**src/rtl/core/pst_pkg.sv**
```systemverilog
package pst_pkg;

   // Default sizing of the task table
   localparam int MAX_TASKS_DEF   = 8;
   localparam int PERIOD_BITS_DEF = 16;

   // Fixed field widths of the words
   localparam int KIND_W   = 2;
   localparam int TAG_W    = 8;
   localparam int PERIOD_W = 16;
   localparam int PRI_W    = 8;
   localparam int STATUS_W = 2;

   typedef enum logic [KIND_W-1:0] {
      KIND_CREATE = 2'd0,
      KIND_DELETE = 2'd1,
      KIND_TICK   = 2'd2,
      KIND_UNUSED = 2'd3
   } kind_type;

   typedef enum logic [STATUS_W-1:0] {
      ST_OK          = 2'd0,
      ST_FULL        = 2'd1,
      ST_NOT_FOUND   = 2'd2,
      ST_ZERO_PERIOD = 2'd3
   } status_type;

   // Command broadcast from the sequencer to every cell
   typedef enum logic [2:0] {
      OP_NONE,
      OP_CREATE,
      OP_DELETE,
      OP_TICK,
      OP_CLEAR
   } cell_op_type;

   typedef struct packed {
      cell_op_type      op;
      logic [TAG_W-1:0] tag;
      logic [PRI_W-1:0] pri;
   } cell_cmd_type;

   typedef struct packed {
      logic [KIND_W-1:0]   kind;
      logic [TAG_W-1:0]    task_tag;
      logic [PERIOD_W-1:0] period;
      logic [PRI_W-1:0]    priority_req;
   } req_word_type;

   typedef struct packed {
      logic [STATUS_W-1:0] status;
      logic                dispatched;
      logic [TAG_W-1:0]    run_tag;
      logic                last;
   } rsp_word_type;

endpackage

```
**src/rtl/core/pst_if.sv**
```systemverilog
interface pst_req_if
   import pst_pkg::*;
   ();
   logic         valid;
   logic         ready;
   req_word_type payload;

   modport source (output valid, output payload, input ready);
   modport sink   (input valid, input payload, output ready);
endinterface

interface pst_rsp_if
   import pst_pkg::*;
   ();
   logic         valid;
   logic         ready;
   rsp_word_type payload;

   modport source (output valid, output payload, input ready);
   modport sink   (input valid, input payload, output ready);
endinterface

```
**src/rtl/core/pst_cell.sv**
```systemverilog
module pst_cell
   import pst_pkg::*;
#(
   parameter int PERIOD_BITS = PERIOD_BITS_DEF,
   parameter int IDX_W       = 3,
   parameter int SLOT        = 0
) (
   input  logic                   clock,
   input  logic                   reset,
   input  cell_cmd_type           cmd,
   input  logic [PERIOD_BITS-1:0] cmd_period,
   input  logic [IDX_W-1:0]       cmd_idx,
   // candidate from the lower neighbor
   input  logic                   cand_valid_i,
   input  logic [PRI_W-1:0]       cand_pri_i,
   input  logic [TAG_W-1:0]       cand_tag_i,
   input  logic [IDX_W-1:0]       cand_slot_i,
   // candidate to the upper neighbor
   output logic                   cand_valid_o,
   output logic [PRI_W-1:0]       cand_pri_o,
   output logic [TAG_W-1:0]       cand_tag_o,
   output logic [IDX_W-1:0]       cand_slot_o,
   output logic                   ready_o,
   output logic                   match_o
);

   logic [TAG_W-1:0]       tag_ff;
   logic [PERIOD_BITS-1:0] period_ff;
   logic [PERIOD_BITS-1:0] countdown_ff;
   logic [PRI_W-1:0]       pri_ff;
   logic                   live_ff;
   logic                   ready_ff;
   logic                   cand_valid_ff;
   logic [PRI_W-1:0]       cand_pri_ff;
   logic [TAG_W-1:0]       cand_tag_ff;
   logic [IDX_W-1:0]       cand_slot_ff;

   logic [PERIOD_BITS-1:0] dec;
   logic                   take_own;
   logic                   mine;

   assign mine    = (cmd_idx == IDX_W'(SLOT));
   assign dec     = countdown_ff - PERIOD_BITS'(1);
   assign match_o = live_ff && (tag_ff == cmd.tag);
   assign ready_o = ready_ff;

   // own entry wins only on strictly higher priority: lower slots keep ties
   assign take_own = ready_ff && (!cand_valid_i || (pri_ff > cand_pri_i));

   // task entry
   always_ff @(posedge clock) begin
      if (reset) begin
         live_ff  <= 1'b0;
         ready_ff <= 1'b0;
      end else begin
         case (cmd.op)
            OP_CREATE: begin
               if (mine) begin
                  tag_ff       <= cmd.tag;
                  pri_ff       <= cmd.pri;
                  period_ff    <= cmd_period;
                  countdown_ff <= cmd_period;
                  live_ff      <= 1'b1;
               end
            end
            OP_DELETE: begin
               if (match_o) begin
                  live_ff <= 1'b0;
               end
            end
            OP_TICK: begin
               if (live_ff) begin
                  if (dec == '0) begin
                     countdown_ff <= period_ff;
                     ready_ff     <= 1'b1;
                  end else begin
                     countdown_ff <= dec;
                  end
               end
            end
            OP_CLEAR: begin
               if (mine) begin
                  ready_ff <= 1'b0;
               end
            end
            default: begin
            end
         endcase
      end
   end

   // selection wave, one cell per cycle
   always_ff @(posedge clock) begin
      if (reset) begin
         cand_valid_ff <= 1'b0;
      end else begin
         cand_valid_ff <= take_own || cand_valid_i;
      end
      if (take_own) begin
         cand_pri_ff  <= pri_ff;
         cand_tag_ff  <= tag_ff;
         cand_slot_ff <= IDX_W'(SLOT);
      end else begin
         cand_pri_ff  <= cand_pri_i;
         cand_tag_ff  <= cand_tag_i;
         cand_slot_ff <= cand_slot_i;
      end
   end

   assign cand_valid_o = cand_valid_ff;
   assign cand_pri_o   = cand_pri_ff;
   assign cand_tag_o   = cand_tag_ff;
   assign cand_slot_o  = cand_slot_ff;

endmodule

```
**src/rtl/core/periodic_priority_task_scheduler.sv**
```systemverilog
// Periodic task scheduler with priorities. Each task slot lives in one cell of a
// chain; slots are filled in order by create words and never reused. Create and
// delete words each give one response word. A tick word updates all countdowns
// together, then a selection wave runs through the cell chain, one cell per
// cycle, and one dispatch word is given per ready task (highest priority first,
// lowest slot on ties), each once the response register is free.
// A tick with nothing ready gives one word with dispatched low. A new request
// word is taken only while no tick is in progress and the response register
// is free or being emptied in the same cycle.
module periodic_priority_task_scheduler
   import pst_pkg::*;
#(
   parameter int MAX_TASKS   = MAX_TASKS_DEF,
   parameter int PERIOD_BITS = PERIOD_BITS_DEF
) (
   input logic      clock,
   input logic      reset,
   pst_req_if.sink  req_chan,
   pst_rsp_if.source rsp_chan
);

   localparam int IDX_W = (MAX_TASKS > 1) ? $clog2(MAX_TASKS) : 1;
   localparam int CNT_W = $clog2(MAX_TASKS + 1);

   typedef enum logic {
      S_IDLE,
      S_SCAN
   } state_type;

   state_type    state_ff, state_in;
   logic [CNT_W-1:0] used_ff, used_in;
   logic [CNT_W-1:0] cnt_ff, cnt_in;
   logic         rsp_valid_ff, rsp_valid_in;
   rsp_word_type rsp_word_ff, rsp_word_in;

   cell_cmd_type           cmd;
   logic [PERIOD_BITS-1:0] cmd_period;
   logic [IDX_W-1:0]       cmd_idx;

   logic                 cand_valid [MAX_TASKS+1];
   logic [PRI_W-1:0]     cand_pri   [MAX_TASKS+1];
   logic [TAG_W-1:0]     cand_tag   [MAX_TASKS+1];
   logic [IDX_W-1:0]     cand_slot  [MAX_TASKS+1];
   logic [MAX_TASKS-1:0] ready_vec;
   logic [MAX_TASKS-1:0] match_vec;

   logic out_free;
   logic accept;
   logic others_ready;
   logic win_valid;
   logic [IDX_W-1:0] win_slot;

   // empty candidate enters the bottom of the chain
   assign cand_valid[0] = 1'b0;
   assign cand_pri[0]   = '0;
   assign cand_tag[0]   = '0;
   assign cand_slot[0]  = '0;

   for (genvar g = 0; g < MAX_TASKS; g++) begin : g_cell
      pst_cell #(
         .PERIOD_BITS (PERIOD_BITS),
         .IDX_W       (IDX_W),
         .SLOT        (g)
      ) u_cell (
         .clock        (clock),
         .reset        (reset),
         .cmd          (cmd),
         .cmd_period   (cmd_period),
         .cmd_idx      (cmd_idx),
         .cand_valid_i (cand_valid[g]),
         .cand_pri_i   (cand_pri[g]),
         .cand_tag_i   (cand_tag[g]),
         .cand_slot_i  (cand_slot[g]),
         .cand_valid_o (cand_valid[g+1]),
         .cand_pri_o   (cand_pri[g+1]),
         .cand_tag_o   (cand_tag[g+1]),
         .cand_slot_o  (cand_slot[g+1]),
         .ready_o      (ready_vec[g]),
         .match_o      (match_vec[g])
      );
   end

   assign win_valid = cand_valid[MAX_TASKS];
   assign win_slot  = cand_slot[MAX_TASKS];

   assign out_free        = !rsp_valid_ff || rsp_chan.ready;
   assign req_chan.ready  = (state_ff == S_IDLE) && out_free;
   assign accept          = req_chan.valid && req_chan.ready;
   assign rsp_chan.valid  = rsp_valid_ff;
   assign rsp_chan.payload = rsp_word_ff;

   // any ready task left besides the winner
   always_comb begin
      others_ready = 1'b0;
      for (int k = 0; k < MAX_TASKS; k++) begin
         if (ready_vec[k] && (IDX_W'(k) != win_slot)) begin
            others_ready = 1'b1;
         end
      end
   end

   // sequencer
   always_comb begin
      state_in     = state_ff;
      used_in      = used_ff;
      cnt_in       = cnt_ff;
      rsp_valid_in = rsp_valid_ff && !rsp_chan.ready;
      rsp_word_in  = rsp_word_ff;
      cmd.op       = OP_NONE;
      cmd.tag      = req_chan.payload.task_tag;
      cmd.pri      = req_chan.payload.priority_req;
      cmd_period   = PERIOD_BITS'(req_chan.payload.period);
      cmd_idx      = used_ff[IDX_W-1:0];

      case (state_ff)
         S_IDLE: begin
            if (accept) begin
               rsp_word_in.status     = ST_OK;
               rsp_word_in.dispatched = 1'b0;
               rsp_word_in.run_tag    = '0;
               rsp_word_in.last       = 1'b1;
               case (kind_type'(req_chan.payload.kind))
                  KIND_CREATE: begin
                     rsp_valid_in = 1'b1;
                     if (cmd_period == '0) begin
                        rsp_word_in.status = ST_ZERO_PERIOD;
                     end else if (used_ff == CNT_W'(MAX_TASKS)) begin
                        rsp_word_in.status = ST_FULL;
                     end else begin
                        cmd.op  = OP_CREATE;
                        used_in = used_ff + CNT_W'(1);
                     end
                  end
                  KIND_DELETE: begin
                     rsp_valid_in = 1'b1;
                     cmd.op       = OP_DELETE;
                     if (match_vec == '0) begin
                        rsp_word_in.status = ST_NOT_FOUND;
                     end
                  end
                  KIND_TICK: begin
                     cmd.op   = OP_TICK;
                     cnt_in   = '0;
                     state_in = S_SCAN;
                  end
                  default: begin
                  end
               endcase
            end
         end
         S_SCAN: begin
            if (cnt_ff != CNT_W'(MAX_TASKS)) begin
               cnt_in = cnt_ff + CNT_W'(1);
            end else if (out_free) begin
               rsp_valid_in           = 1'b1;
               rsp_word_in.status     = ST_OK;
               rsp_word_in.dispatched = win_valid;
               rsp_word_in.run_tag    = win_valid ? cand_tag[MAX_TASKS] : '0;
               rsp_word_in.last       = !(win_valid && others_ready);
               if (win_valid) begin
                  cmd.op  = OP_CLEAR;
                  cmd_idx = win_slot;
               end
               if (win_valid && others_ready) begin
                  cnt_in = '0;
               end else begin
                  state_in = S_IDLE;
               end
            end
         end
         default: begin
            state_in = S_IDLE;
         end
      endcase
   end

   always_ff @(posedge clock) begin
      if (reset) begin
         state_ff     <= S_IDLE;
         used_ff      <= '0;
         cnt_ff       <= '0;
         rsp_valid_ff <= 1'b0;
      end else begin
         state_ff     <= state_in;
         used_ff      <= used_in;
         cnt_ff       <= cnt_in;
         rsp_valid_ff <= rsp_valid_in;
      end
      rsp_word_ff <= rsp_word_in;
   end

endmodule

```
**src/flat_wrapper.sv**
```systemverilog
// flat-port wrapper written by rule: the top's interface ports become plain ports
module periodic_priority_task_scheduler_flat import pst_pkg::*;
#(
   parameter int MAX_TASKS   = MAX_TASKS_DEF,
   parameter int PERIOD_BITS = PERIOD_BITS_DEF
)
  (clock, reset, req_chan_valid, req_chan_payload, req_chan_ready, rsp_chan_valid, rsp_chan_payload, rsp_chan_ready);
  pst_req_if req_chan_i ();
  pst_rsp_if rsp_chan_i ();
  input logic clock;
  input logic reset;
  input wire logic [$bits(req_chan_i.valid)-1:0] req_chan_valid;
  input wire logic [$bits(req_chan_i.payload)-1:0] req_chan_payload;
  output wire logic [$bits(req_chan_i.ready)-1:0] req_chan_ready;
  output wire logic [$bits(rsp_chan_i.valid)-1:0] rsp_chan_valid;
  output wire logic [$bits(rsp_chan_i.payload)-1:0] rsp_chan_payload;
  input wire logic [$bits(rsp_chan_i.ready)-1:0] rsp_chan_ready;
  assign req_chan_i.valid = req_chan_valid;
  assign req_chan_i.payload = req_chan_payload;
  assign req_chan_ready = req_chan_i.ready;
  assign rsp_chan_valid = rsp_chan_i.valid;
  assign rsp_chan_payload = rsp_chan_i.payload;
  assign rsp_chan_i.ready = rsp_chan_ready;
  periodic_priority_task_scheduler #(.MAX_TASKS(MAX_TASKS), .PERIOD_BITS(PERIOD_BITS)) u_core (.clock(clock), .reset(reset), .req_chan(req_chan_i), .rsp_chan(rsp_chan_i));
endmodule
```
**config.mk**
```make
export PLATFORM = sky130hd
export DESIGN_NAME = periodic_priority_task_scheduler_flat
export DESIGN_NICKNAME = d
export VERILOG_FILES = /design/src/rtl/core/pst_pkg.sv /design/src/rtl/core/pst_if.sv /design/src/rtl/core/pst_cell.sv /design/src/rtl/core/periodic_priority_task_scheduler.sv /design/src/flat_wrapper.sv
export SDC_FILE = /design/constraint.sdc
export NUM_CORES = 1
export LEC_CHECK = 0
export BUFFER_PORTS_ARGS = -buffer_cell sky130_fd_sc_hd__buf_2
export CAP_MARGIN = 20
export CORE_MARGIN = 8
export CORE_UTILIZATION = 29
export DETAILED_ROUTE_END_ITERATION = 12
export PLACE_DENSITY_LB_ADDON = 0.05
export SKIP_LAST_GASP = 1
export SLEW_MARGIN = 10
export SYNTH_ARGS = -nofsm -noshare
export SYNTH_HDL_FRONTEND = slang
export SYNTH_SLANG_ARGS = --single-unit
```
**constraint.sdc**
```tcl
create_clock -name clock -period 5.3 [get_ports clock]
set_clock_uncertainty 0.05 [all_clocks]
set_input_delay 0 -clock clock [delete_from_list [all_inputs] [get_ports clock]]
set_output_delay 0 -clock clock [all_outputs]
set_load 0.03 [all_outputs]
```
**Yosys cells after proc, flatten, opt, wreduce, memory -nomap -nowiden**

Index checks and enable logic that the tools add are counted.

- Word-level logic and storage cells: 435
- Register bits after elaboration: 571

- Equality and inequality tests: 76
- Reductions and logical operators: 104
- Order comparisons: 7
- Bitwise logic cells: 4
- Muxes and demuxes: 148
- Add/sub/neg operators: 10

Operator list:

| cell | count |
|---|---|
| 2-to-1 mux 16 bit | 24 |
| case mux 16 bit (2 select lines) | 8 |
| zero test 16 bit | 9 |
| subtractor 16 x 1 -> 16 bit, second input constant | 8 |
| 2-to-1 mux 8 bit | 14 |
| != test 2 bit, second input constant | 43 |
| AND reduction 4 bit | 17 |
| equality test 8 bit | 8 |
| 2-to-1 mux 1 bit | 60 |
| greater-than comparator 8 bit | 7 |
| AND reduction 3 bit | 17 |
| 2-to-1 mux 12 bit | 3 |
| case mux 1 bit (2 select lines) | 18 |
| logical AND 1 bit | 27 |
| 2-to-1 mux 3 bit | 9 |
| case mux 12 bit (2 select lines) | 1 |
| 2-to-1 mux 4 bit | 5 |
| equality test 3 bit, second input constant | 5 |
| logical OR 1 bit | 15 |
| equality test 3 x 2 -> 1 bit, second input constant | 4 |
| != test 3 bit, first input constant | 4 |
| zero test 1 bit | 10 |
| case mux 3 bit (3 select lines) | 1 |
| adder 4 x 1 -> 4 bit, second input constant | 2 |
| 21 further kinds | 30 |

**Logic depth before layout (Yosys ltp)**

Gate-level depths: netlist of run 1.

- Depth in word-level cells: 15
- Mapped depth: 12
- Depth with buffers taken out: 9

**Modules after synthesis**

A second synthesis of run 1 with hierarchy kept.

- Cell total of the unflattened synthesis: 2,252
- Area, all modules: 27,104.7 um^2

By module, submodules not included:

| module | cells each | area each (um^2) | times used |
|---|---|---|---|
| pst_cell (u_core.g_cell[1].u_cell ...) | 267 | 3,209.3 | 2 |
| pst_cell (u_core.g_cell[4].u_cell) | 263 | 3,304.4 | 1 |
| pst_cell (u_core.g_cell[5].u_cell) | 264 | 3,304.4 | 1 |
| pst_cell (u_core.g_cell[3].u_cell) | 267 | 3,210.6 | 1 |
| pst_cell (u_core.g_cell[0].u_cell) | 267 | 3,206.8 | 1 |
| pst_cell (u_core.g_cell[7].u_cell) | 262 | 3,193.1 | 1 |
| pst_cell (u_core.g_cell[6].u_cell) | 263 | 3,186.8 | 1 |
| periodic_priority_task_scheduler | 132 | 1,280.0 | 1 |

**Least setup slack after synthesis of run 1**

Ideal clock, no wire load.

- Path kind: flip-flop to flip-flop
- Start: register u_core.rsp_valid_ff, in the netlist u_core.rsp_chan.valid
- End: register u_core.g_cell[0].u_cell.period_ff[0], enable pin
- Stages on the path, launching flop included: 8
- Path slack: 0.929 ns
- Arrival: 3.860 ns
- Setup time: 0.461 ns
- Required time: 4.789 ns
- Cells stage by stage: dfxtp_1 -> nor2b_1 -> clkbuf_1 -> nor2_1 -> nand2_1 -> or3_1 -> clkbuf_1 -> nor3_1

- Word-level cells in the longest chain between the ends: 8
- Elaborated cells between the ends (all ways): 14
- Classes of those cells: eq/ne: 1; mux: 7; reduce/logical: 6

Ends and longest elaborated chain:

| element | RTL line | source |
|---|---|---|
| start, declared | periodic_priority_task_scheduler.sv:33 | `logic rsp_valid_ff, rsp_valid_in;` |
| start signal, assigned | periodic_priority_task_scheduler.sv:187 | `rsp_valid_ff <= rsp_valid_in;` |
| zero test 1 bit (*) | periodic_priority_task_scheduler.sv:86 | `assign out_free = !rsp_valid_ff \|\| rsp_chan.ready;` |
| logical OR 1 bit (*) | periodic_priority_task_scheduler.sv:86 |  |
| logical AND 1 bit | periodic_priority_task_scheduler.sv:87 | `assign req_chan.ready = (state_ff == S_IDLE) && out_free;` |
| logical AND 1 bit | periodic_priority_task_scheduler.sv:88 | `assign accept = req_chan.valid && req_chan.ready;` |
| 2-to-1 mux 3 bit | periodic_priority_task_scheduler.sv:117 | `if (accept) begin` |
| case mux 3 bit (2 select lines) | periodic_priority_task_scheduler.sv:115 | `case (state_ff)` |
| equality test 3 x 1 -> 1 bit | pst_cell.sv:56 | `case (cmd.op)` |
| AND reduction 3 bit (no source line) (*) | -- |  |
| end signal, assigned | pst_cell.sv:61 | `period_ff <= cmd_period;` |
| end, declared | pst_cell.sv:28 | `logic [PERIOD_BITS-1:0] period_ff;` |

Mark *: on every way between the ends. The rest lies on a longest branch, timed or not.
A chain may end at the register's enable or synchronous reset.

**Worst setup path after layout of run 1**

- Start: input port req_chan_payload[22]
- End: register u_core.g_cell[1].u_cell.countdown_ff[5], enable pin

- Word-level cells in the longest chain between the ends: 8
- Elaborated cells between the ends (all ways): 11
- Classes of those cells: eq/ne: 4; mux: 4; reduce/logical: 3

Ends and longest elaborated chain:

| element | RTL line | source |
|---|---|---|
| start, declared | flat_wrapper.sv:13 | `input wire logic [$bits(req_chan_i.payload)-1:0] req_chan_payload;` |
| zero test 16 bit (*) | periodic_priority_task_scheduler.sv:125 | `if (cmd_period == '0) begin` |
| 2-to-1 mux 3 bit (*) | periodic_priority_task_scheduler.sv:125 |  |
| case mux 3 bit (3 select lines) (*) | periodic_priority_task_scheduler.sv:122 | `case (kind_type'(req_chan.payload.kind))` |
| 2-to-1 mux 3 bit (*) | periodic_priority_task_scheduler.sv:117 |  |
| case mux 3 bit (2 select lines) (*) | periodic_priority_task_scheduler.sv:115 |  |
| equality test 3 x 1 -> 1 bit or equality test 3 x 2 -> 1 bit (tied branches) | pst_cell.sv:56 |  |
| != test 2 bit (no source line) or nonzero test 2 bit (tied branches) | -- |  |
| AND reduction 4 bit (no source line) (*) | -- |  |
| end signal, assigned | pst_cell.sv:62 | `countdown_ff <= cmd_period;` |
| end signal, assigned | pst_cell.sv:74 | `countdown_ff <= period_ff;` |
| end, declared | pst_cell.sv:29 | `logic [PERIOD_BITS-1:0] countdown_ff;` |

Marks and branches as above.

==> flow_metrics.env, run 1 <==
export IMPL_critPathLaunch="req_chan_payload[22]"
export IMPL_synth_seq_area_share_pct=60.6
export IMPL_hold_path_cell_count=6
export IMPL_drv_cap=0
export IMPL_drtAntennaViolNets=0
export IMPL_crit_required_ns=5.45
export IMPL_clk_latency_ns=0.61
export IMPL_slew_headroom_pct=27.3
export IMPL_synth_top_area_cell="edfxtp_1"
export IMPL_yosysTopAreaCellShare_pct=47.1
export IMPL_yosysUniqueCellTypes=80
export IMPL_clock_sinks=567
export IMPL_hold_end="u_core.g_cell[7].u_cell.live_ff"
export IMPL_min_from="req_chan_payload[32]"
export IMPL_post_route_period_util_pct=66.7
export IMPL_p_per_area_nw_per_um2=331
export IMPL_syn_area_um2=25300
export IMPL_dp_cells=3240
export IMPL_start_util_pct=29.2
export IMPL_fmax_mhz=283
export IMPL_power_total_mw=9.87
export IMPL_ys_flop_type="edfxtp_1"
export IMPL_final_hold_viol_count=0
export IMPL_nNetsFinal=2318
export IMPL_drive_gt1_share_pct=16.7
export IMPL_leakage_nw=10.0
export IMPL_core_area_um2=86600
export IMPL_grt_pass1_wl_mm=111
export IMPL_path_class="primary input to register"
export IMPL_dieHeight_um=311
export IMPL_overflow=0
export IMPL_syn_to_final_growth_pct=18.0
export IMPL_setup_viol=0
export IMPL_routed_via_density=4.87
export IMPL_synth_area_leaders="edfxtp_1 (47%), dfxtp_1 (14%), mux2_2 (4.7%), ha_1 (3.9%), xnor2_1 (3.6%)"
export IMPL_ios=52
export IMPL_r2r_worst_path_cells=6
export IMPL_tns_ns=0
export IMPL_num_vias=16600
export IMPL_avgSynthCellArea_um2=12.2
export IMPL_drcViolationCount=0
export IMPL_wl_mm=74.3
export IMPL_critPathArrivalTime_ns=3.69
export IMPL_root_buffer="clkbuf_16"
export IMPL_synth_seq_cells=567
export IMPL_h_tree_depth=3
export IMPL_cp_cell_sequence="dlygate4sd3_1, buf_2, nor4_1, nand4_1, a41o_1, nand3_1, o21ai_0, a21oi_2"
export IMPL_synth_edf_count=396
export IMPL_ys_async_sr_fraction_pct=0
export IMPL_critical_path_max_stage_delay_ns=0.84
export IMPL_setup_ws_ns=1.76
export IMPL_critical_path_endpoint_type="register"
export IMPL_cts_buffers=69
export IMPL_post_cts_buffers=0
export IMPL_wl_per_cell_um=21.8
export IMPL_dr_first_iter_drc_count=903
export IMPL_layout_cells_non_filler=3409
export IMPL_rrSetupSlack_ns=1.77
export IMPL_cts_tree="yes"
export IMPL_track_usage_pct=15.0
export IMPL_ir_drop_v=0.000195
export IMPL_grt_max_degree=37
export IMPL_post_place_ws_ns=1.65
export IMPL_hold_class="primary input to register"
export IMPL_max_clock_path_buffers=3
export IMPL_critPathLaunchType="primary input"
export IMPL_std_cell_rows=108
export IMPL_n_antenna_cell=0
export IMPL_path_delay_family="compound AO/OA/AOI/OAI gates"
export IMPL_dp_hpwl_mm=51.2
export IMPL_worstMarginPinSlew_ns=1.09
export IMPL_timing_rr_start="u_core.state_ff"
export IMPL_grt_pass1_vias=17100
export IMPL_die_w_um=311
export IMPL_io_buffers=51
export IMPL_place_congestion=0.802
export IMPL_first_pass_iters=4
export IMPL_slew_viol_final=0
export IMPL_die_area_um2=96800
export IMPL_synthCells=2067
export IMPL_antenna_found_initial=3
export IMPL_hold_worst_slack_ns=0.109
export IMPL_critPathMaxFanout=17
export IMPL_critPathBufInv=2
export IMPL_grt_setup_unrepaired="false"
export IMPL_min_period_ns=3.54
export IMPL_outcome="completed"
export IMPL_yosysWarnings=0
export IMPL_worstReg2RegEnd="u_core.g_cell[1].u_cell.countdown_ff[5]"
export IMPL_syn_nets=2184
export IMPL_crit_slowest_cell="a21oi_2"
export IMPL_clk_pin_slew_ns=0.05
[state kept, by name, summed over array words and instances (netlist names), 8 cells and up]
register	cells
u_core.g_cell.u_cell.cand_tag_o	64
u_core.g_cell.u_cell.cand_pri_o	56
u_core.g_cell.u_cell.countdown_ff	128
u_core.g_cell.u_cell.ready_o	8
u_core.g_cell.u_cell.tag_ff	64
u_core.g_cell.u_cell.cand_slot_o	17
u_core.g_cell.u_cell.period_ff	128
u_core.g_cell.u_cell.cand_valid_o	8
u_core.g_cell.u_cell.live_ff	8
u_core.rsp_chan.payload	12
u_core.g_cell.u_cell.pri_ff	64
[cell type report]
type	count	area (um2)
well taps	1155	1450
clock inverters	26	253
fillers	8557	56800
repair buffers	141	1120
clock buffers	98	1950
inverters	85	319
multi-input cells	1337	9430
flip-flops and latches	567	15300
[through the flow]
stage / area (um2) / util, %
5_1_grt: 29800 / 34.4
3_3_place_gp: 27000 / 31.2
3_5_place_dp: 27100 / 31.3
6_report: 29800 / 34.4
2_1_floorplan: 25300 / -
4_1_cts: 29800 / 34.4
[Yosys cell counts (all sizes together), types with 4 or more instances]
master and count:
o31ai 6, a22oi 4, or2 15, nand4 44
nor4b 8, nand4b 5, nor3b 15, o32ai 6
edfxtp 396, mux2i 10, o211ai 8, dfxtp 171
nand2 180, ha 79, xor2 72, mux2 106
clkbuf 55, o21ai 45, inv 85, and2 23
nor4 30, a41oi 7, nand3 38, nor2 137
a21o 14, nor3 48, buf 23, or3 10
nor2b 28, a211oi 17, o21a 8, a31oi 102
nand2b 31, o41ai 5, or4b 5, a21oi 59
xnor2 103, nand3b 14, and3 16
[what timing repair did]
action	4_1_cts	5_1_grt
gates resized for setup	0	0
hold buffers	41	0
hold endpoints to repair	295	0
[metal layers]
| layer | routed length, um | global-route usage, % |
|---|---|---|
| met5 | 0 | 0 |
| met4 | 1830 | 4.38 |
| met3 | 2330 | 2.04 |
| met2 | 36200 | 26.1 |
| met1 | 33900 | 19.4 |
[tightest hold or removal path, cell delays in order]
cell and delay, ns:
buf_2 0.13, inv_1 0.08, ha_1 0.23, nor2_1 0.12, nand2_1 0.07, a21oi_1 0.06
[how the worst max path moves through the flow]
stage	end	slack (ns)	depth (start not counted)
2_1_floorplan	u_core.g_cell[0].u_cell.period_ff[0]	0.93	7
3_3_place_gp	u_core.g_cell[4].u_cell.countdown_ff[11]	1.70	7
3_5_place_dp	u_core.g_cell[1].u_cell.countdown_ff[7]	1.65	7
4_1_cts	u_core.g_cell[1].u_cell.countdown_ff[7]	1.72	6
5_1_grt	u_core.g_cell[1].u_cell.countdown_ff[6]	1.47	6
6_report	u_core.g_cell[1].u_cell.countdown_ff[5]	1.76	8
[layout by cell type, fill, tap and decap left out, types with 72 or more instances in the layout]
master      n
ha_1       79
mux2_2    105
dfxtp_1   171
inv_1      85
a31oi_1   102
nand2_1   179
xor2_1     72
xnor2_1   103
nor2_1    122
edfxtp_1  396
[report_power, final]
| part | switching [mW] | internal, mW |
|---|---|---|
| registers | 0.0403 | 4.79 |
| clock network | 1.92 | 2.68 |
| logic | 0.307 | 0.142 |
[logic make-up (layout without fill, tap and decap cells)]
family	count (synthesis)	count (layout)	share of synthesized area [%]
simple gates	660	660	13.8
flops	567	567	60.6
compound gates	307	307	7.86
xor+xnor	175	175	6.07
buf+inv	163	350	2.62
mux	116	116	5.12
fa+ha+maj	79	79	3.91
Power figures use the tool's default switching activity.
==> run 2: changes to the inputs <==
Clock period 5.3 ns to 3.39 ns, I/O delays scaled along.
==> flow_metrics.env, run 2 (synthesis gave the netlist of run 1 again) <==
export IMPL_drv_cap=0
export IMPL_clk_latency_ns=0.61
export IMPL_path_class="register to register"
export IMPL_cts_tree="yes"
export IMPL_final_hold_viol_count=0
export IMPL_hold_end="u_core.rsp_chan.payload[11]"
export IMPL_dr_first_iter_drc_count=1050
export IMPL_root_buffer="clkbuf_16"
export IMPL_grt_pass1_vias=17300
export IMPL_post_place_ws_ns=0.260
export IMPL_critPathBufInv=1
export IMPL_rrSetupSlack_ns=0.21
export IMPL_drtAntennaViolNets=0
export IMPL_crit_slowest_cell="edfxtp_1"
export IMPL_fmax_mhz=315
export IMPL_critPathMaxFanout=11
export IMPL_final_common_cell="edfxtp_1"
export IMPL_overflow=0
export IMPL_slew_headroom_pct=25.7
export IMPL_tns_ns=0
export IMPL_min_from="req_chan_payload[32]"
export IMPL_dieHeight_um=311
export IMPL_multi_input_area_um2=9420
export IMPL_post_cts_buffers=0
export IMPL_num_vias=16800
export IMPL_grt_setup_unrepaired="false"
export IMPL_fillers=8502
export IMPL_drive_gt1_share_pct=18.9
export IMPL_setup_viol=0
export IMPL_grt_max_degree=37
export IMPL_final_cell_mix="edfxtp_1 (396), nand2_1 (179), dfxtp_1 (171), nor2_1 (131), mux2_2 (105)"
export IMPL_nNetsFinal=2395
export IMPL_worstMarginPinSlew_ns=1.11
export IMPL_io_buffers=51
export IMPL_h_tree_depth=3
export IMPL_antenna_found_initial=1
export IMPL_clk_pin_slew_ns=0.06
export IMPL_r2r_worst_path_cells=9
export IMPL_drcViolationCount=0
export IMPL_hold_path_cell_count=4
export IMPL_cp_cell_sequence="inv_1, ha_1, o21ai_0, nor3b_1, o21ai_1, a2111o_1, nor3b_2, nand3_1, mux2_1"
export IMPL_critical_path_endpoint_type="register"
export IMPL_post_route_period_util_pct=93.7
export IMPL_worstReg2RegEnd="u_core.g_cell[1].u_cell.ready_o"
export IMPL_first_pass_iters=5
export IMPL_setup_ws_ns=0.213
export IMPL_ff_latch_area_um2=15300
export IMPL_hold_class="primary input to register"
export IMPL_routed_via_density=4.80
export IMPL_ir_drop_v=0.000355
export IMPL_critical_path_max_stage_delay_ns=0.45
export IMPL_outcome="completed"
export IMPL_die_w_um=311
export IMPL_critPathArrivalTime_ns=3.63
export IMPL_track_usage_pct=15.3
export IMPL_leakage_nw=10.5
export IMPL_top_regs="u_core.g_cell.u_cell.countdown_ff: 128 flops, u_core.g_cell.u_cell.period_ff: 128 flops"
export IMPL_grt_pass1_wl_mm=113
export IMPL_core_area_um2=86600
export IMPL_max_clock_path_buffers=3
export IMPL_die_area_um2=96800
export IMPL_cts_buffers=71
export IMPL_syn_to_final_growth_pct=21.5
export IMPL_place_congestion=0.792
export IMPL_critPathLaunchType="register"
export IMPL_clock_sinks=567
export IMPL_min_period_ns=3.18
export IMPL_p_per_area_nw_per_um2=509
export IMPL_dp_hpwl_mm=52.4
export IMPL_crit_required_ns=3.84
export IMPL_path_delay_family="compound AO/OA/AOI/OAI gates"
export IMPL_critPathLaunch="u_core.g_cell[1].u_cell.countdown_ff[0]"
export IMPL_start_util_pct=29.2
export IMPL_ios=52
export IMPL_slew_viol_final=0
export IMPL_timing_rr_start="u_core.g_cell[1].u_cell.countdown_ff[0]"
export IMPL_wl_per_cell_um=21.8
export IMPL_wl_mm=76.0
export IMPL_std_cell_rows=108
## run 2: changes by cell type in the layout (fill, tap and decap cells not counted), sizes merged
cell	delta
buf	+77
bufinv	+1
clkbuf	-4
clkinv	+2
diode	+3
dlygate4sd3	-2
inv	+3
## run 2: power by group
| part | leakage [nW] | internal [mW] | switching [mW] | total, mW |
|---|---|---|---|---|
| registers | 4.96 | 7.49 | 0.0602 | 7.55 |
| logic | 4.41 | 0.281 | 0.501 | 0.783 |
| clock network | 1.09 | 4.24 | 3.05 | 7.29 |
| total | 10.5 | 12.0 | 3.61 | 15.6 |
## run 2: per-stage QoR
step	hold WS [ns]	std cells	util (%)	cell area (um2)	total power, mW
after detailed placement	0.283	3321	32.4	28100	8.46
after global placement	0.278	3320	32.4	28000	8.45
after global routing	0.0721	3486	35.4	30700	16.2
after CTS	0.0261	3486	35.4	30700	15.9
final	0.0675	3489	35.4	30700	15.6
after floorplan	0.0489	2067	-	25300	8.01
## run 2: timing repair
action | CTS | global route
hold buffers | 39 | 0
gates resized for setup | 0 | 1
endpoints found under the setup margin | 0 | 2
hold endpoints to repair | 297 | 0
## run 2: area by class of cell
cell class / count / area share [%]
clock inverter: 32 / 1.05
inverter: 85 / 1.04
clock buffer: 94 / 6.23
tap: 1155 / 4.71
antenna: 3 / 0.0245
multi-input combinational: 1337 / 30.7
timing repair buffer: 216 / 6.37
sequential: 567 / 49.9
## run 2: worst max path at each step
stage / end / slack, ns / cells after the start
after floorplan: u_core.g_cell[4].u_cell.period_ff[0] / -0.15 / 7
after global placement: u_core.g_cell[3].u_cell.countdown_ff[0] / -0.10 / 9
after detailed placement: u_core.g_cell[6].u_cell.countdown_ff[7] / 0.26 / 10
after CTS: u_core.g_cell[0].u_cell.countdown_ff[1] / 0.23 / 9
after global routing: u_core.g_cell[1].u_cell.countdown_ff[0] / 0.04 / 9
final: u_core.g_cell[1].u_cell.ready_o / 0.21 / 9
## run 2: tightest hold or removal path, delay by kind of cell
kind | cells | cell delay [ns]
compound gates | 1 | 0.10
buf+inv | 1 | 0.13
simple gates | 1 | 0.10
fa+ha+maj | 1 | 0.22
## run 2: per-layer routing
metal	up-vias	wire length, um	GRT usage [%]
met4	0	1950	3.98
met3	98	2770	2.70
met2	293	36800	26.3
met5	-	0	0
met1	8326	34500	19.9
li1	8034	-	-
==> run 3: changes to the inputs <==
Settings changed: PLACE_DENSITY from default to 0.44, PLACE_DENSITY_LB_ADDON 0.05 to default.
==> flow_metrics.env, run 3 (synthesis gave the netlist of run 1 again) <==
export IMPL_routed_via_density=4.86
export IMPL_std_cell_rows=108
export IMPL_drcViolationCount=0
export IMPL_path_class="primary input to register"
export IMPL_dp_hpwl_mm=49.8
export IMPL_grt_pass1_vias=17300
export IMPL_top_regs="u_core.g_cell.u_cell.countdown_ff: 128 flops, u_core.g_cell.u_cell.period_ff: 128 flops"
export IMPL_ios=52
export IMPL_leakage_nw=10.4
export IMPL_die_area_um2=96800
export IMPL_power_total_mw=15.5
export IMPL_h_tree_depth=3
export IMPL_track_usage_pct=14.7
export IMPL_grt_max_degree=36
export IMPL_drv_cap=0
export IMPL_antenna_found_initial=4
export IMPL_drtAntennaViolNets=0
export IMPL_worstReg2RegEnd="u_core.g_cell[1].u_cell.tag_ff[6]"
export IMPL_dp_cells=3311
export IMPL_final_common_cell="edfxtp_1"
export IMPL_clk_pin_slew_ns=0.06
export IMPL_die_w_um=311
export IMPL_hold_worst_slack_ns=0.121
export IMPL_critPathMaxFanout=33
export IMPL_core_area_um2=86600
export IMPL_hold_class="primary input to register"
export IMPL_crit_required_ns=3.64
export IMPL_grt_pass1_wl_mm=110
export IMPL_final_hold_viol_count=0
export IMPL_start_util_pct=29.2
export IMPL_min_period_ns=3.10
export IMPL_tns_ns=0
export IMPL_r2r_worst_path_cells=8
export IMPL_multi_input_area_um2=9410
export IMPL_io_buffers=51
export IMPL_cts_tree="yes"
export IMPL_post_route_period_util_pct=91.3
export IMPL_critPathLaunch="req_chan_payload[9]"
export IMPL_p_per_area_nw_per_um2=508
export IMPL_dr_first_iter_drc_count=1195
export IMPL_nNetsFinal=2382
export IMPL_ir_drop_v=0.000398
export IMPL_overflow=0
export IMPL_first_pass_iters=5
export IMPL_syn_to_final_growth_pct=20.7
export IMPL_grt_setup_unrepaired="false"
export IMPL_num_vias=16900
export IMPL_outcome="completed"
export IMPL_setup_viol=0
export IMPL_clock_sinks=567
export IMPL_layout_cells_non_filler=3471
export IMPL_ff_latch_area_um2=15300
export IMPL_cts_buffers=66
export IMPL_wl_mm=72.7
export IMPL_critPathLaunchType="primary input"
export IMPL_rrSetupSlack_ns=0.33
export IMPL_crit_end="u_core.g_cell[1].u_cell.countdown_ff[11]"
export IMPL_root_buffer="clkbuf_16"
export IMPL_slew_viol_final=0
export IMPL_critical_path_endpoint_type="register"
export IMPL_critPathArrivalTime_ns=3.35
export IMPL_slew_headroom_pct=31.2
export IMPL_fmax_mhz=323
export IMPL_wl_per_cell_um=20.9
export IMPL_timing_rr_start="u_core.used_ff[1]"
export IMPL_drive_gt1_share_pct=18.8
export IMPL_worstMarginPinSlew_ns=1.03
export IMPL_clk_latency_ns=0.61
export IMPL_dieHeight_um=311
export IMPL_final_core_util_pct=35.2
export IMPL_fillers=8463
export IMPL_max_clock_path_buffers=3
export IMPL_final_cell_mix="edfxtp_1 (396), nand2_1 (179), dfxtp_1 (171), nor2_1 (131), mux2_2 (105)"
export IMPL_place_congestion=0.861
==> run 3: cell count changes in the layout (fill, tap and decap cells not counted), sizes merged <==
cell,delta
inv,+1
clkinvlp,+2
diode,-2
clkbuf,-1
clkinv,-10
buf,-8
==> run 3: timing repair <==
item | 4_1_cts | 5_1_grt
setup buffers | 0 | 0
resized for setup | 0 | 1
hold endpoints to repair | 290 | 0
hold buffers | 39 | 0
setup endpoints to repair | 0 | 2
==> run 3: where the power goes <==
part | internal (mW) | switching [mW] | total (mW)
logic | 0.269 | 0.498 | 0.767
registers | 7.49 | 0.0600 | 7.55
clock network | 4.23 | 2.96 | 7.19
==> run 3: layout make-up <==
| cell class | count | share of cell area [%] |
|---|---|---|
| Antenna cell | 1 | 0.00820 |
| Clock inverter | 25 | 0.931 |
| Sequential cell | 567 | 50.2 |
| Clock buffer | 93 | 6.29 |
| Tap cell | 1155 | 4.74 |
| Inverter | 85 | 1.05 |
| Multi-Input combinational cell | 1337 | 30.8 |
| Timing Repair Buffer | 208 | 5.96 |
==> run 3: per-layer routing <==
metal  share of wire (%)  global-route usage, %  vias to the layer above
met5                   0                      0                        -
met4                 2.9                   4.60                        0
met3                 4.7                   2.42                      113
met2                  48                   24.7                      422
met1                  45                   19.3                     8325
li1                    -                      -                     8004
==> run 3: critical path: stages <==
cell and delay, ns:
dlygate4sd3_1 0.53, buf_2 0.13, nor4_1 0.65, nand4_1 0.54, buf_4 0.33, a41o_1 0.27
nor2b_4 0.26, nor2_1 0.31, buf_4 0.23, a31oi_1 0.06
==> run 3: how the worst min path moves through the flow <==
stage | from | to | slack [ns] | depth (start not counted)
2_1_floorplan | req_chan_payload[8] | u_core.g_cell[0].u_cell.period_ff[0] | 0.05 | 0
3_3_place_gp | req_chan_payload[25] | u_core.g_cell[2].u_cell.tag_ff[1] | 0.30 | 1
3_5_place_dp | req_chan_payload[25] | u_core.g_cell[2].u_cell.tag_ff[1] | 0.30 | 1
4_1_cts | req_chan_payload[32] | u_core.cnt_ff[2] | 0.05 | 6
5_1_grt | req_chan_payload[32] | u_core.rsp_chan.payload[11] | 0.10 | 4
6_report | req_chan_payload[32] | u_core.rsp_chan.payload[11] | 0.12 | 4
==> run 3: metrics by stage <==
stage          cell area (um2)  setup WS (ns)
2_1_floorplan            25300         -0.146
3_3_place_gp             27900          0.280
3_5_place_dp             27900          0.262
4_1_cts                  30500          0.243
5_1_grt                  30500          0.114
6_report                 30500          0.295
